<file path="src/hw/rtl/ihcs_pkg.sv">
// Package with shared types and constants for the image header canvas sniffer.
`timescale 1ns / 1ps
package ihcs_pkg;
    localparam int unsigned HeaderBytesDefault = 32;
    localparam logic [63:0] StillLimitReset = 64'd40000000;
    localparam logic [23:0] ScanCeilingReset = 24'd4194304;
    localparam logic [23:0] PosMax = 24'hFFFFFF;

    localparam logic [2:0] FmtUnknown = 3'd0;
    localparam logic [2:0] FmtPng = 3'd1;
    localparam logic [2:0] FmtGif = 3'd2;
    localparam logic [2:0] FmtWebp = 3'd3;
    localparam logic [2:0] FmtJpeg = 3'd4;

    localparam logic RegStillLimit = 1'b0;
    localparam logic RegScanCeiling = 1'b1;

    typedef struct packed {
        logic [31:0] factor_a;
        logic [31:0] factor_b;
        logic scaled;
        logic [2:0] fmt;
    } t_classify;
endpackage

</file>
<file path="src/hw/rtl/ihcs_jpeg_walk.sv">
// JPEG marker walk that skips segments and captures the SOF frame size.
`timescale 1ns / 1ps
module ihcs_jpeg_walk (
    input  logic        i_clk,
    input  logic        i_rst_n,
    input  logic        i_step,
    input  logic        i_clear,
    input  logic [7:0]  i_byte,
    input  logic [23:0] i_pos,
    input  logic [7:0]  i_first_byte,
    input  logic [23:0] i_ceiling,
    output logic        o_answer_given,
    output logic [15:0] o_height,
    output logic [15:0] o_width
);
    import ihcs_pkg::*;

    typedef enum logic [3:0] {
        PH_HEADER, PH_MARK0, PH_MARK1, PH_LEN0, PH_LEN1, PH_SKIP,
        PH_SOF0, PH_SOF1, PH_SOF2, PH_SOF3, PH_SOF4, PH_DONE, PH_FAIL
    } t_phase;

    t_phase r_phase, n_phase;
    logic [7:0] r_marker, n_marker;
    logic [15:0] r_len, n_len, r_skip, n_skip, r_height, n_height;
    logic r_answer, n_answer;
    logic [15:0] w_len_full;
    logic w_frame;

    assign w_len_full = {r_len[15:8], i_byte};
    assign w_frame = (r_marker[7:4] == 4'hC) && (r_marker != 8'hC4)
        && (r_marker != 8'hC8) && (r_marker != 8'hCC);

    always_comb begin
        n_phase = r_phase;
        n_marker = r_marker;
        n_len = r_len;
        n_skip = r_skip;
        n_height = r_height;
        n_answer = r_answer;
        unique case (r_phase)
            PH_HEADER: begin
                if (i_pos == 24'd1 && i_first_byte == 8'hFF && i_byte == 8'hD8) begin
                    n_phase = PH_MARK0;
                end
            end
            PH_MARK0: begin
                n_phase = (i_pos >= i_ceiling || i_byte != 8'hFF) ? PH_FAIL : PH_MARK1;
            end
            PH_MARK1: begin
                n_marker = i_byte;
                if (i_byte == 8'hD8 || i_byte == 8'h01 || i_byte[7:3] == 5'b11010) begin
                    n_phase = PH_MARK0;
                end else begin
                    n_phase = PH_LEN0;
                end
            end
            PH_LEN0: begin
                n_len = {i_byte, 8'h00};
                n_phase = PH_LEN1;
            end
            PH_LEN1: begin
                n_len = w_len_full;
                if (w_len_full < 16'd2) begin
                    n_phase = PH_FAIL;
                end else if (w_frame) begin
                    n_phase = PH_SOF0;
                end else begin
                    n_skip = w_len_full - 16'd2;
                    n_phase = (w_len_full == 16'd2) ? PH_MARK0 : PH_SKIP;
                end
            end
            PH_SKIP: begin
                n_skip = r_skip - 16'd1;
                if (r_skip == 16'd1) begin
                    n_phase = PH_MARK0;
                end
            end
            PH_SOF0: n_phase = PH_SOF1;
            PH_SOF1: begin
                n_height = {i_byte, 8'h00};
                n_phase = PH_SOF2;
            end
            PH_SOF2: begin
                n_height = {r_height[15:8], i_byte};
                n_phase = PH_SOF3;
            end
            PH_SOF3: begin
                n_len = {i_byte, 8'h00};
                n_phase = PH_SOF4;
            end
            PH_SOF4: begin
                n_len = w_len_full;
                n_answer = 1'b1;
                n_phase = PH_DONE;
            end
            default: n_phase = r_phase;
        endcase
    end

    always_ff @(posedge i_clk) begin
        if (!i_rst_n || i_clear) begin
            r_phase <= PH_HEADER;
            r_marker <= 8'h00;
            r_len <= 16'h0000;
            r_skip <= 16'h0000;
            r_height <= 16'h0000;
            r_answer <= 1'b0;
        end else if (i_step) begin
            r_phase <= n_phase;
            r_marker <= n_marker;
            r_len <= n_len;
            r_skip <= n_skip;
            r_height <= n_height;
            r_answer <= n_answer;
        end
    end

    assign o_answer_given = r_answer;
    assign o_height = r_height;
    assign o_width = r_len;

`ifndef SYNTHESIS
    a_answer_done: assert property (@(posedge i_clk) disable iff (!i_rst_n)
        r_answer |-> r_phase == PH_DONE) else $error("answer without done phase");
    a_skip_nonzero: assert property (@(posedge i_clk) disable iff (!i_rst_n)
        r_phase == PH_SKIP |-> r_skip != 16'd0) else $error("skip count zero in skip");
    a_clear: assert property (@(posedge i_clk) disable iff (!i_rst_n)
        i_clear |=> r_phase == PH_HEADER && !r_answer) else $error("clear failed");
`endif
endmodule

</file>
<file path="src/hw/rtl/image_header_canvas_sniffer.sv">
// Top level of the image header canvas sniffer.
//
// Words arrive on the input channel: func 0 carries one file byte, func 1 ends
// the file. Each end-of-file word yields exactly one result word; bytes yield none.
// A new word is accepted every cycle while input ready is high.
// At end of file the header is classified in the input cycle, the two
// factors are registered, the product is registered after them and the
// result is then written into the output queue.
// The 32x32 multiplier stage sets the depth of the result path.
// A four-entry queue at the output holds results while the receiver stalls.
// Input ready drops only when the queued results plus those still in the pipeline
// would fill it, so while results drain, end-of-file words can come every cycle.
// Reset clears per-file state and the configuration registers to
// their defaults; the header store itself is not cleared, since unwritten
// bytes are never examined once the byte count is checked.
// Configuration words are taken at any time and must arrive while idle.
`timescale 1ns / 1ps
module image_header_canvas_sniffer #(
    parameter int unsigned HEADER_BYTES = ihcs_pkg::HeaderBytesDefault
) (
    input  logic        i_clk,
    input  logic        i_rst_n,
    input  logic        i_valid,
    output logic        o_ready,
    input  logic        i_func,
    input  logic [7:0]  i_byte_value,
    output logic        o_valid,
    input  logic        i_ready,
    output logic [63:0] o_canvas_pixels,
    output logic        o_decodes_scaled,
    output logic        o_over_budget,
    output logic [2:0]  o_format_code,
    input  logic        i_cfg_valid,
    output logic        o_cfg_ready,
    input  logic        i_cfg_index,
    input  logic [63:0] i_cfg_data
);
    import ihcs_pkg::*;

    localparam int unsigned Aw = $clog2(HEADER_BYTES);

    logic [7:0] r_hdr [HEADER_BYTES];
    logic [23:0] r_pos;
    logic [63:0] r_limit;
    logic [23:0] r_ceiling;
    logic w_acc, w_byte, w_eof;
    logic w_ans;
    logic [15:0] w_h, w_w;
    t_classify n_cls, r_cls;
    logic r_s1_v;
    logic [63:0] r_px;
    logic r_scaled, r_s2_v;
    logic [2:0] r_fmt;
    logic [68:0] r_q [4];
    logic [1:0] r_wp, r_rp;
    logic [2:0] r_cnt;
    logic w_rd, w_wr;
    logic [68:0] w_res;
    logic [68:0] w_head;
    logic w_over;

    assign w_acc = i_valid && o_ready;
    assign w_byte = w_acc && !i_func;
    assign w_eof = w_acc && i_func;
    assign o_cfg_ready = 1'b1;

    always_ff @(posedge i_clk) begin
        if (!i_rst_n) begin
            r_limit <= StillLimitReset;
            r_ceiling <= ScanCeilingReset;
        end else if (i_cfg_valid) begin
            if (i_cfg_index == RegStillLimit) begin
                r_limit <= i_cfg_data;
            end else begin
                r_ceiling <= i_cfg_data[23:0];
            end
        end
    end

    always_ff @(posedge i_clk) begin
        if (w_byte && r_pos < 24'(HEADER_BYTES)) begin
            r_hdr[r_pos[Aw-1:0]] <= i_byte_value;
        end
    end

    always_ff @(posedge i_clk) begin
        if (!i_rst_n || w_eof) begin
            r_pos <= 24'd0;
        end else if (w_byte && r_pos != PosMax) begin
            r_pos <= r_pos + 24'd1;
        end
    end

    ihcs_jpeg_walk u_walk (
        .i_clk(i_clk), .i_rst_n(i_rst_n), .i_step(w_byte), .i_clear(w_eof),
        .i_byte(i_byte_value), .i_pos(r_pos), .i_first_byte(r_hdr[0]),
        .i_ceiling(r_ceiling), .o_answer_given(w_ans), .o_height(w_h), .o_width(w_w)
    );

    function automatic logic [7:0] hb(input int unsigned at, input logic [23:0] n);
        hb = (n > 24'(at)) ? r_hdr[at] : 8'h00;
    endfunction

    always_comb begin
        logic [47:0] gif;
        logic [31:0] vl;
        logic [7:0] b27, b29;
        logic png, gif_ok, webp;
        png = r_pos >= 24'd24 && hb(0, r_pos) == 8'h89 && hb(1, r_pos) == 8'h50
            && hb(2, r_pos) == 8'h4E && hb(3, r_pos) == 8'h47 && hb(4, r_pos) == 8'h0D
            && hb(5, r_pos) == 8'h0A && hb(6, r_pos) == 8'h1A && hb(7, r_pos) == 8'h0A
            && {hb(12, r_pos), hb(13, r_pos), hb(14, r_pos), hb(15, r_pos)} == "IHDR";
        gif = {hb(0, r_pos), hb(1, r_pos), hb(2, r_pos), hb(3, r_pos), hb(4, r_pos),
            hb(5, r_pos)};
        gif_ok = r_pos >= 24'd10 && (gif == "GIF87a" || gif == "GIF89a");
        webp = r_pos >= 24'd30
            && {hb(0, r_pos), hb(1, r_pos), hb(2, r_pos), hb(3, r_pos)} == "RIFF"
            && {hb(8, r_pos), hb(9, r_pos), hb(10, r_pos), hb(11, r_pos)} == "WEBP";
        vl = {hb(24, r_pos), hb(23, r_pos), hb(22, r_pos), hb(21, r_pos)};
        b27 = hb(27, r_pos);
        b29 = hb(29, r_pos);
        n_cls = '0;
        if (png) begin
            n_cls.fmt = FmtPng;
            n_cls.factor_a = {hb(16, r_pos), hb(17, r_pos), hb(18, r_pos), hb(19, r_pos)};
            n_cls.factor_b = {hb(20, r_pos), hb(21, r_pos), hb(22, r_pos), hb(23, r_pos)};
        end else if (gif_ok) begin
            n_cls.fmt = FmtGif;
            n_cls.factor_a = {16'h0, hb(7, r_pos), hb(6, r_pos)};
            n_cls.factor_b = {16'h0, hb(9, r_pos), hb(8, r_pos)};
        end else if (webp) begin
            n_cls.fmt = FmtWebp;
            if ({hb(12, r_pos), hb(13, r_pos), hb(14, r_pos), hb(15, r_pos)} == "VP8X") begin
                n_cls.factor_a = 32'({hb(26, r_pos), hb(25, r_pos), hb(24, r_pos)}) + 32'd1;
                n_cls.factor_b = 32'({hb(29, r_pos), hb(28, r_pos), hb(27, r_pos)}) + 32'd1;
            end else if ({hb(12, r_pos), hb(13, r_pos), hb(14, r_pos), hb(15, r_pos)}
                    == "VP8 ") begin
                n_cls.factor_a = {18'h0, b27[5:0], hb(26, r_pos)};
                n_cls.factor_b = {18'h0, b29[5:0], hb(28, r_pos)};
            end else if ({hb(12, r_pos), hb(13, r_pos), hb(14, r_pos), hb(15, r_pos)}
                    == "VP8L") begin
                n_cls.factor_a = 32'(vl[13:0]) + 32'd1;
                n_cls.factor_b = 32'(vl[27:14]) + 32'd1;
            end
        end else if (r_pos >= 24'd2 && hb(0, r_pos) == 8'hFF && hb(1, r_pos) == 8'hD8) begin
            n_cls.fmt = FmtJpeg;
            n_cls.scaled = 1'b1;
            if (w_ans) begin
                n_cls.factor_a = {16'h0, w_h};
                n_cls.factor_b = {16'h0, w_w};
            end
        end
    end

    always_ff @(posedge i_clk) begin
        if (!i_rst_n) begin
            r_s1_v <= 1'b0;
            r_s2_v <= 1'b0;
        end else begin
            r_s1_v <= w_eof;
            r_s2_v <= r_s1_v;
        end
        r_cls <= n_cls;
        r_px <= 64'(r_cls.factor_a) * 64'(r_cls.factor_b);
        r_scaled <= r_cls.scaled;
        r_fmt <= r_cls.fmt;
    end

    assign w_over = !r_scaled && r_px != 64'd0 && r_px > r_limit;
    assign w_res = {r_px, r_scaled, w_over, r_fmt};
    assign w_wr = r_s2_v;
    assign w_rd = o_valid && i_ready;

    // Queued results and those still in the pipeline must all fit in the queue.
    assign o_ready = (r_cnt + 3'(r_s1_v) + 3'(r_s2_v)) < 3'd4;

    always_ff @(posedge i_clk) begin
        if (!i_rst_n) begin
            r_cnt <= 3'd0;
            r_wp <= 2'd0;
            r_rp <= 2'd0;
        end else begin
            r_cnt <= r_cnt + 3'(w_wr) - 3'(w_rd);
            if (w_wr) r_wp <= r_wp + 2'd1;
            if (w_rd) r_rp <= r_rp + 2'd1;
        end
    end

    always_ff @(posedge i_clk) begin
        if (w_wr) begin
            r_q[r_wp] <= w_res;
        end
    end

    assign w_head = r_q[r_rp];
    assign o_valid = r_cnt != 3'd0;
    assign o_canvas_pixels = w_head[68:5];
    assign o_decodes_scaled = w_head[4];
    assign o_over_budget = w_head[3];
    assign o_format_code = w_head[2:0];

`ifndef SYNTHESIS
    a_no_overflow: assert property (@(posedge i_clk) disable iff (!i_rst_n)
        r_cnt <= 3'd4) else $error("output queue overflow");
    a_eof_result: assert property (@(posedge i_clk) disable iff (!i_rst_n)
        w_eof |=> ##1 r_s2_v) else $error("result lost in pipeline");
    a_scaled_no_over: assert property (@(posedge i_clk) disable iff (!i_rst_n)
        o_valid && o_decodes_scaled |-> !o_over_budget) else $error("scaled over budget");
`endif
endmodule

</file>
<file path="config.mk">
export PLATFORM = sky130hd
export DESIGN_NAME = image_header_canvas_sniffer
export DESIGN_NICKNAME = d
export VERILOG_FILES = /design/src/hw/rtl/ihcs_pkg.sv /design/src/hw/rtl/ihcs_jpeg_walk.sv /design/src/hw/rtl/image_header_canvas_sniffer.sv
export SDC_FILE = /design/constraint.sdc
export NUM_CORES = 2
export LEC_CHECK = 0
export BUFFER_PORTS_ARGS = -buffer_cell sky130_fd_sc_hd__buf_2
export CAP_MARGIN = 20
export CORE_MARGIN = 8
export CORE_UTILIZATION = 42
export DETAILED_ROUTE_END_ITERATION = 8
export MAX_ROUTING_LAYER = met4
export PLACE_DENSITY = 0.53
export RECOVER_POWER = 25
export SYNTH_ARGS = -nofsm -noshare
export SYNTH_HDL_FRONTEND = slang
export SYNTH_HIERARCHICAL = 1
export SYNTH_SLANG_ARGS = --single-unit
export TNS_END_PERCENT = 5
</file>
<file path="constraint.sdc">
create_clock -name i_clk -period 10.4 [get_ports i_clk]
set_clock_uncertainty 0.15 [all_clocks]
set_input_delay 1.04 -clock i_clk [delete_from_list [all_inputs] [get_ports i_clk]]
set_output_delay 1.04 -clock i_clk [all_outputs]
set_load 0.05 [all_outputs]
</file>
==> impl_summary.log <==
INFO  metric post_place_cells = 8,390
INFO  metric detailedPlacementHpwl = 152,000 µm
INFO  metric setup_ws = around 1.5 ns
INFO  metric via_per_inst = 5.35
INFO  metric cell_internal_pwr = between 5 and 6 mW
INFO  metric start_util = 0.421
INFO  metric drc_violations_left = 0
INFO  metric crit_chain = buf_4, nand2_1, fa_1, inv_1, fa_1, fa_1, fa_1, fa_1, fa_1, fa_1, inv_1, fa_1, inv_1, ha_1, and4_1, nor2b_1, a22oi_1, a21oi_1, or3_1, o21ai_1, o21bai_1, a21boi_1, o41a_1, xnor2_1
INFO  metric path_clk_slew = 0.08 ns
INFO  metric place.gp.congestion = 0.943
INFO  metric finalSetupTns = 0 ns
INFO  metric power.switching_fraction = 0.289
INFO  metric critPathKind = flip-flop to flip-flop
INFO  metric port-buffer-count = 149
INFO  metric clk_path_buf_depth = 3
INFO  metric ant_nets = 0
INFO  metric synth-warning-count = 6
INFO  metric floorplan.die.height = between 400 and 500 µm
INFO  metric layout_min_cycle_time = 8.89 ns
INFO  metric ioPinCount = roughly 150
INFO  metric drt_pass1_iterations = 8
INFO  metric timing.critical_path.to_type = flip-flop
INFO  metric grt_antenna_before_repair = 2
INFO  metric synth-edff-count = approximately 510
INFO  metric die_width = 416 µm
INFO  metric cp_top_family = adder cells
INFO  metric postRouteWirelength = 200,000 µm
INFO  metric h-tree-depth = 3
INFO  metric wl_per_cell = 23.4 µm
INFO  metric cts_tree = yes
INFO  metric power.clock.fraction = 0.404
INFO  metric synth_nets = 7,712
INFO  metric grt_util_all_layers = 0.238
INFO  metric share_seq_of_total_power = 0.439
INFO  metric total_power = 8.12 mW
INFO  metric rows = 147
INFO  metric layout_worst_path_cycle_share = 0.855
INFO  metric mappedNetlistArea = 67,400 µm²
INFO  metric grt_first_pass_wirelength = 306,000 µm
INFO  metric drt_iter0_drc = 3,346
INFO  metric grt_pass1_vias = 48,600
INFO  metric worst_hold_path_type = flip-flop to flip-flop
INFO  metric worst_path_max_delay_cell = sky130_fd_sc_hd__dfxtp_1
INFO  metric cp_slowest_stage_delay = 1.03 ns
INFO  metric setup_repair_after_global_routing_missed_its_margin = no
INFO  metric postCtsResizedCells = 0
INFO  metric report.final.setup_viol = 0
INFO  metric synthFlopType = sky130_fd_sc_hd__edfxtp_1
INFO  metric worst_ir_drop_vdd = between 100 and 150 µV
INFO  metric placement.setup.worst_slack = 1.60 ns
INFO  metric crit_fanout = 18
INFO  metric cts_made_buffers = 87
INFO  metric via_count = 45,800
INFO  metric clock_insertion_delay_worst_skew = 0.70 ns
INFO  metric flow.area_growth_from_synthesis = 9.02%
INFO  metric clock.fmax = 113 MHz
INFO  metric syn_avg_cell_area = about 11 µm²
INFO  metric violations = max-capacitance violations, max-slew violations
INFO  metric yosysUniqueCellTypes = 99
INFO  metric arrival = 9.34 ns
INFO  metric power.net_switching = 2.35 mW
INFO  metric clock_tree.root_cell = sky130_fd_sc_hd__clkbuf_16
INFO  metric ys_seq_elements = slightly above 800
INFO  metric fp.coreArea = between 150,000 and 200,000 µm²
INFO  metric report.final.slew_viol_count = ~110
INFO  metric combinationalPowerShare = 0.157
INFO  metric fin_cells = 8,561
INFO  metric cp_num_buf_inv = 4
INFO  metric grt_max_degree = 102
INFO  metric drv.max_cap_violation_count = 5
INFO  metric worst_pin_slew = about 1.9 ns
INFO  metric post-cts-setup-buffer-count = 0
INFO  metric ys_async_sr_fraction = 0
INFO  metric worst_slew_margin_rel = -0.281
INFO  metric postLayoutCellArea = 73,400 µm²
INFO  metric power_density = 111 nW/µm²
INFO  metric die_area = 173,000 µm²
INFO  metric hold_viol_final = 0
INFO  metric cts_sinks = 830
INFO  metric layout.nets = 7,744
INFO  metric placed_area = 70,400 µm²
INFO  metric worstPathRequired = roughly 11 ns
INFO  metric share_of_the_yosys_chip_area_belonging_to_registers = 0.323
INFO  metric cts_hold_buf = 0
INFO  metric crit_path_frequent_cell = sky130_fd_sc_hd__fa_1
INFO  metric critical_path.startpoint_type = flip-flop
INFO  metric outcome = finished with violations
INFO  metric drive_above_1_share = 0.0800
INFO  metric static_leakage_power = approximately 32 nW
INFO  metric overflow = 0
INFO  metric syn_inst = 6,366
## cells in the final DEF (no fill, tap or decap), types with 92 or more instances in the layout
cell type | synthesis | final
sky130_fd_sc_hd__xnor2_1 | 97 | 97
sky130_fd_sc_hd__buf_2 | 15 | 146
sky130_fd_sc_hd__and2_1 | 632 | 628
sky130_fd_sc_hd__a21oi_1 | 147 | 147
sky130_fd_sc_hd__o21ai_0 | 93 | 93
sky130_fd_sc_hd__dfxtp_1 | 318 | 302
sky130_fd_sc_hd__nor2_1 | 200 | 200
sky130_fd_sc_hd__inv_1 | 1035 | 1035
sky130_fd_sc_hd__edfxtp_1 | 512 | 512
sky130_fd_sc_hd__buf_4 | 2 | 98
sky130_fd_sc_hd__nand2_1 | 785 | 785
sky130_fd_sc_hd__fa_1 | 897 | 897
sky130_fd_sc_hd__nand3_1 | 92 | 92
sky130_fd_sc_hd__ha_1 | 370 | 370
## metal layers
| metal | wire length, µm | GRT usage | up-vias |
|---|---|---|---|
| met1 | 85000 | 0.307 | 23700 |
| met4 | 7520 | 0.0785 | 0 |
| li1 | - | - | 20600 |
| met5 | 0 | - | - |
| met3 | 8530 | 0.0220 | 312 |
| met2 | 99100 | 0.397 | 1212 |
## per-stage QoR
step	hold WS, ns	utilization
after global routing	0.179	0.459
after floorplan	0.160	-
after global placement	0.160	0.440
final	0.176	0.459
after CTS	0.177	0.459
after detailed placement	0.163	0.440
## kinds of logic (layout without fill, tap and decap cells)
logic type	Yosys count	in the layout	share of synthesized area
muxes	86	86	0.0254
DFF	830	830	0.323
AOI/OAI and AO/OA	611	611	0.0623
other	1	3	0.0000557
buffers and inverters	1353	1460	0.0763
adders and majority gates	1267	1267	0.335
and+or+nand+nor	2049	2049	0.156
xor gates and xnor gates	169	169	0.0220
## power groups by stage
stage	Clock, mW	Sequential (mW)	Combinational [mW]
floorplan	0	3.60	0.957
global placement	0	3.64	1.30
detailed placement	0	3.64	1.30
CTS	3.36	3.57	1.30
global route	3.48	3.58	1.34
finish	3.28	3.57	1.28
## worst paths after layout
check | cells past startpoint | endpoint | from | slack [ns]
max | 24 | r_px[56] | r_cls[48] | 1.51
min | 0 | r_fmt[2] | r_cls[3] | 0.18
max reg2reg | 24 | r_px[56] | r_cls[48] | 1.51
min reg2reg | 0 | r_fmt[2] | r_cls[3] | 0.18
## cells in the mapped netlist (21+ instances only)
cell type	n	area, µm²
sky130_fd_sc_hd__nand3_1	92	460
sky130_fd_sc_hd__nor4_1	44	275
sky130_fd_sc_hd__a22oi_1	21	158
sky130_fd_sc_hd__nand2b_1	29	181
sky130_fd_sc_hd__ha_1	370	4630
sky130_fd_sc_hd__a21boi_0	83	623
sky130_fd_sc_hd__clkbuf_1	284	1070
sky130_fd_sc_hd__a21oi_1	147	736
sky130_fd_sc_hd__a21o_1	49	368
sky130_fd_sc_hd__mux4_2	68	1530
sky130_fd_sc_hd__nand4_1	72	450
sky130_fd_sc_hd__edfxtp_1	512	15400
sky130_fd_sc_hd__inv_1	1035	3880
sky130_fd_sc_hd__nor3_1	36	180
sky130_fd_sc_hd__nor2b_1	31	194
sky130_fd_sc_hd__xor2_1	72	631
sky130_fd_sc_hd__xnor2_1	97	850
sky130_fd_sc_hd__dfxtp_1	318	6370
sky130_fd_sc_hd__o21ai_0	93	465
sky130_fd_sc_hd__o211ai_1	32	240
sky130_fd_sc_hd__nor2_1	200	751
sky130_fd_sc_hd__fa_1	897	18000
sky130_fd_sc_hd__and2_1	632	3950
sky130_fd_sc_hd__nand2_1	785	2950
sky130_fd_sc_hd__a222oi_1	37	370
## state kept, by name (all words and copies together) (netlist names), 16 cells and up, named ones only
register         cells
r_pos               24
r_q                272
r_hdr              240
u_walk/o_width      16
r_limit             64
r_ceiling           24
u_walk/o_height     16
r_cls               67
r_px                64
u_walk/r_skip       16
## cell type report
class / instances / area (µm²)
antenna: 2 / 5.00
clock buffer: 115 / 2350
inverter: 1036 / 3890
timing repair buffer: 260 / 1650
multi-input combinational: 4183 / 40500
tap: 2086 / 2610
clock inverter: 49 / 656
sequential: 830 / 21800
fill: 15200 / 86400
Power figures use the tool's default switching activity.
